## src/hw/rtl/pgn_pkg.sv

```systemverilog
// Package for the gradient noise unit: types, constants and arithmetic helpers.
`timescale 1ns / 1ps
package pgn_pkg;

  localparam int unsigned TableSizeDef     = 256;
  localparam int unsigned CoordFracBitsDef = 16;
  localparam int unsigned OutFracBitsDef   = 14;
  localparam int unsigned CoordW           = 32;
  localparam int unsigned WorkFrac         = 16;
  localparam int unsigned OffW             = 18;  // f or f - ONE
  localparam int unsigned GradW            = 19;  // +/-u +/-v
  localparam int unsigned FadeW            = 17;
  localparam int unsigned NoiseW           = 16;

  typedef enum logic [1:0] {
    REQ_LOAD = 2'd0,
    REQ_3D   = 2'd1,
    REQ_2D   = 2'd2,
    REQ_NONE = 2'd3
  } req_type_e;

  typedef logic [3:0] hnib_t;

  typedef struct packed {
    logic en;   // pipeline advance
    logic ld1;  // load item in stage 1
    logic ld2;
    logic ld3;
  } hash_ctl_t;

  typedef struct packed {
    hnib_t [7:0] h3;  // aa, ba, ab, bb, then the same +1 for the far z plane
    hnib_t [3:0] h2;  // aa, ba, ab, bb of the two-level hash
  } hash_out_t;

  function automatic logic signed [GradW-1:0] grad(
    input hnib_t                  h,
    input logic signed [OffW-1:0] dx,
    input logic signed [OffW-1:0] dy,
    input logic signed [OffW-1:0] dz
  );
    logic signed [GradW-1:0] u;
    logic signed [GradW-1:0] v;
    u = (h < 4'd8) ? GradW'(dx) : GradW'(dy);
    if (h < 4'd4) begin
      v = GradW'(dy);
    end else if (h == 4'd12 || h == 4'd14) begin
      v = GradW'(dx);
    end else begin
      v = GradW'(dz);
    end
    if (h[0]) u = -u;
    if (h[1]) v = -v;
    return u + v;
  endfunction

  // a + floor((b - a) * w / 2^16)
  function automatic logic signed [GradW-1:0] blend(
    input logic signed [GradW-1:0] a,
    input logic signed [GradW-1:0] b,
    input logic        [FadeW-1:0] w
  );
    logic signed [GradW:0]         diff;
    logic signed [GradW+FadeW+1:0] prod;
    logic signed [GradW+FadeW+1:0] shr;
    logic signed [GradW:0]         sum;
    diff = (GradW+1)'(b) - (GradW+1)'(a);
    prod = diff * $signed({1'b0, w});
    shr  = prod >>> WorkFrac;
    sum  = (GradW+1)'(a) + shr[GradW:0];
    return sum[GradW-1:0];
  endfunction

endpackage

```

## src/hw/rtl/pgn_fade.sv

```systemverilog
// Three-stage quintic fade curve 6t^5 - 15t^4 + 10t^3 on a Q0.16 input.
`timescale 1ns / 1ps
module pgn_fade (
  input  logic                       clk_i,
  input  logic                       en_i,
  input  logic [15:0]                t_i,
  output logic [pgn_pkg::FadeW-1:0]  fade_o
);
  import pgn_pkg::*;

  logic [15:0] ta_q;
  logic [31:0] tt_q;
  logic [15:0] t3_q;
  logic [19:0] poly_q;
  logic [31:0] t3_d;
  logic [36:0] poly_d;
  logic [35:0] fp_d;

  always_comb begin
    t3_d   = tt_q[31:16] * ta_q;
    poly_d = 37'(tt_q) * 37'd6 + (37'd10 << 32) - ((37'(ta_q) * 37'd15) << 16);
    fp_d   = t3_q * poly_q;
  end

  always_ff @(posedge clk_i) begin
    if (en_i) begin
      ta_q   <= t_i;
      tt_q   <= t_i * t_i;
      t3_q   <= t3_d[31:16];
      poly_q <= poly_d[35:16];
      fade_o <= fp_d[FadeW+15:16];
    end
  end

endmodule

```

## config.mk

```make
export PLATFORM = sky130hd
export DESIGN_NAME = pgn_fade
export DESIGN_NICKNAME = d
export VERILOG_FILES = /design/src/hw/rtl/pgn_pkg.sv /design/src/hw/rtl/pgn_fade.sv
export SDC_FILE = /design/constraint.sdc
export NUM_CORES = 2
export LEC_CHECK = 0
export ABC_AREA = 1
export BUFFER_PORTS_ARGS = -buffer_cell sky130_fd_sc_hd__buf_2
export CAP_MARGIN = 20
export CORE_MARGIN = 8
export CORE_UTILIZATION = 60
export DETAILED_ROUTE_END_ITERATION = 12
export PLACE_DENSITY = 0.73
export SLEW_MARGIN = 0
export SYNTH_ARGS = -nofsm -noshare
export SYNTH_HDL_FRONTEND = slang
export SYNTH_SLANG_ARGS = --single-unit
```

## constraint.sdc

```tcl
create_clock -name clk_i -period 6.6 [get_ports clk_i]
set_input_delay 0.66 -clock clk_i [delete_from_list [all_inputs] [get_ports clk_i]]
set_output_delay 0.66 -clock clk_i [all_outputs]
set_load 0.02 [all_outputs]
```

==> key figures <==
GRT
  – Total overflow reported by the global router: 0
  – GRT Overall Usage: 27.76%
  – Largest net degree at the start of global routing: 54
  – Number of antenna violations at the first check in global routing: 1
  – First-pass GRT wire length: 151900 um
  – Number of global-route vias before repair: 31077

Synth
  – Avg Synthesized Cell Area: 7.389 sq um
  – Area of the mapped netlist: 36160 sq um
  – FFs w/ async S/R, synth: 0%
  – Primary flip-flop cell chosen by synthesis mapping: sky130_fd_sc_hd__edfxtp_1
  – Mapped Nets: 5939
  – Mapped Cells: 4894
  – Post-synth EDFFs: 99
  – Sequential area share after synthesis: 8.221%
  – Yosys Warn Count: 0
  – Post-synthesis register bit count: slightly below 100
  – Synth unique cells: 47

Worst setup path
  – Nature of the critical path endpoint: register
  – Worst Path Max Fanout: 16
  – Chain of cells forming the critical path: nand2_1 -> fa_1 -> inv_1 -> fa_1 -> inv_1 -> fa_1 -> inv_1 -> fa_1 -> fa_1 -> inv_1 -> fa_1 -> inv_1 -> ha_1 -> a21oi_1 -> o21ai_0 -> a21oi_1 -> nand2_1 -> nand2_1 -> nand2_1 -> nand2_1 -> nand2_1
  – Nature of the critical path startpoint: register
  – WP data required: 6.75 ns
  – Kind of critical path: register to register
  – Data arrival time of the critical path: roughly 6.3 ns
  – Slack of the worst reg-to-reg path: 0.45 ns
  – Slowest library cell on the worst path: sky130_fd_sc_hd__edfxtp_1
  – Stage delay of the slowest cell on the critical path: 0.89 ns

Die
  – Die H: around 260 um
  – Area of the placeable core: 60020 sq um
  – Placement Rows: 90
  – Horiz. Die Dim: 261.5 um
  – Number of primary I/O pins: 35
  – Die footprint: 68380 sq um
  – Starting utilization of the core area: about 60%

CTS
  – Clock tree from TritonCTS: built
  – Clk Tree Root Cell: sky130_fd_sc_hd__clkbuf_16
  – Sinks on the clock net: 99
  – Longest Clk Path Bufs: 2
  – Clock latency at the later pin of the worst-skew pair: about 0.4 ns
  – Num CTS Buffers: 9
  – Post-cts gate resize count: 0
  – Clock Pin Slew Worst Setup and Hold Paths: 0.08 ns
  – CTS H-tree depth: 3

Drt
  – Post-route DRC: 0
  – Mean routed wirelength per cell: 16.09 um
  – Antenna viol nets, final: 0
  – Met1 wire length: 38050 um
  – Total wire length: about 90000 um
  – Overall via count from detail_route: 29662
  – Sum of met3 wire segment lengths after detailed routing: 5591 um
  – Detailed Routing Iterations Pass 1: 6
  – Routed wire length on met2: 43330 um
  – Top metal layer carrying routed signals: met4
  – Vias per Instance: around 5.3
  – DR iter-0 viols: 2071

Run
  – Number of max-cap violations: 0

Final layout
  – Layout overhead on the synthesized area: 3.283%
  – Commonest non-fill, non-tap cells in the layout: 1346 x sky130_fd_sc_hd__nand2_1, 1342 x sky130_fd_sc_hd__inv_1, 634 x sky130_fd_sc_hd__fa_1, 393 x sky130_fd_sc_hd__ha_1, 252 x sky130_fd_sc_hd__nor2_1
  – Fraction of final layout cells with drive strength greater than 1: 2.379%
  – Commonest non-fill, non-tap cell in the layout: sky130_fd_sc_hd__nand2_1
  – Nets: 5875

STA
  – Final-report max-slew violation count: 0
  – Endpoints failing setup: 0
  – Clock period minus final worst setup slack: 6.146 ns
  – Sum Neg Setup Slack: 0 ns
  – Achievable frequency: roughly 160 MHz
  – Hold Vio Cnt, Final: 0
  – Share of the clock period used by the worst path: 93.13%
  – Relative slew slack: 34.94%
  – Worst slew pin tran: around 0.98 ns
  – Setup skew after layout: 0.02034 ns
  – RSZ-0062 raised after global routing: false

Min path
  – Min-delay worst type: input port to register

Placed design
  – Number of buffers inserted by port buffering: 34
  – Post-DP HPWL: ~76000 um
  – RD Place Congestion: 0.9490

Status
  – Outcome: completed
## synth_stat cells (all sizes together), types with 34 or more instances
master,number,area [sq um]
nand2,1347,5059
inv,1345,5051
fa,634,12690
ha,393,4917
nor2,253,952.2
a21oi,175,875.8
nand3,152,775.8
clkbuf,151,566.8
o21ai,100,504.2
edfxtp,99,2973
xor2,55,481.7
nor3,34,175.2
## state kept, by name, indices dropped and copies added, names as in the netlist
| signal | cells |
|---|---|
| tt_q | 30 |
| poly_q | 20 |
| fade_o | 17 |
| t3_q | 16 |
| ta_q | 16 |
## critical path: cells and delay by family (launching register included)
| kind | cells | cell delay (ns) |
|---|---|---|
| adders and majority gates | 7 | 3.44 |
| DFF | 1 | 0.89 |
| AOI/OAI and AO/OA | 3 | 0.65 |
| and+or+nand+nor | 6 | 0.63 |
| buffers and inverters | 5 | 0.29 |
## metal layers
layer	track usage [%]	vias to the layer above
li1	-	14220
met1	35.69	14267
met2	48.09	952
met3	3.034	223
met4	10.47	0
met5	0	-
## layout make-up
cell class                      instances  area (sq um)
Timing Repair Buffer                   85         559.3
Sequential cell                        99          2973
Tap cell                              782         978.4
Multi-Input combinational cell       3289         27520
Clock inverter                          6         41.29
Antenna cell                            1         2.502
Inverter                             1346          5055
Fill cell                            5546         22670
Clock buffer                            9         225.2
## worst paths after layout
| path | startpoint | to | depth (start not counted) |
|---|---|---|---|
| max reg2reg | poly_q[7] | fade_o[3] | 21 |
| min reg2reg | tt_q[2] | poly_q[2] | 8 |
| max | poly_q[7] | fade_o[3] | 21 |
| min | t_i[0] | ta_q[0] | 1 |
## metrics by stage
stage / std cells / worst slack, ns / utilization [%] / hold WS, ns / area (sq um)
after floorplan: 4894 / 0.8752 / - / 0.7589 / 36160
after global placement: 5600 / 0.4048 / 61.76 / 1.105 / 37070
after detailed placement: 5600 / 0.4075 / 61.76 / 1.108 / 37070
after CTS: 5615 / 0.3681 / 62.21 / 0.6912 / 37340
after global routing: 5616 / 0.1303 / 62.23 / 0.7051 / 37350
final: 5617 / 0.4536 / 62.23 / 0.7041 / 37350
## cells by family after synthesis
logic type	Yosys count	share of synthesized area [%]
buf+inv	1506	15.69
compound gates	336	5.138
other cells	1	0.01037
xor+xnor	80	1.938
flops	99	8.221
simple gates	1845	20.31
fa+ha+maj	1027	48.69
## repair_timing
action / CTS / global route
endpoints found under the hold margin: 0 / 0
setup buffers: 0 / 1
hold buffers: 0 / 0
endpoints found under the setup margin: 0 / 1
Power is not shown: default switching activity piles up to over one toggle a cycle in this logic, so the estimate is an artifact.
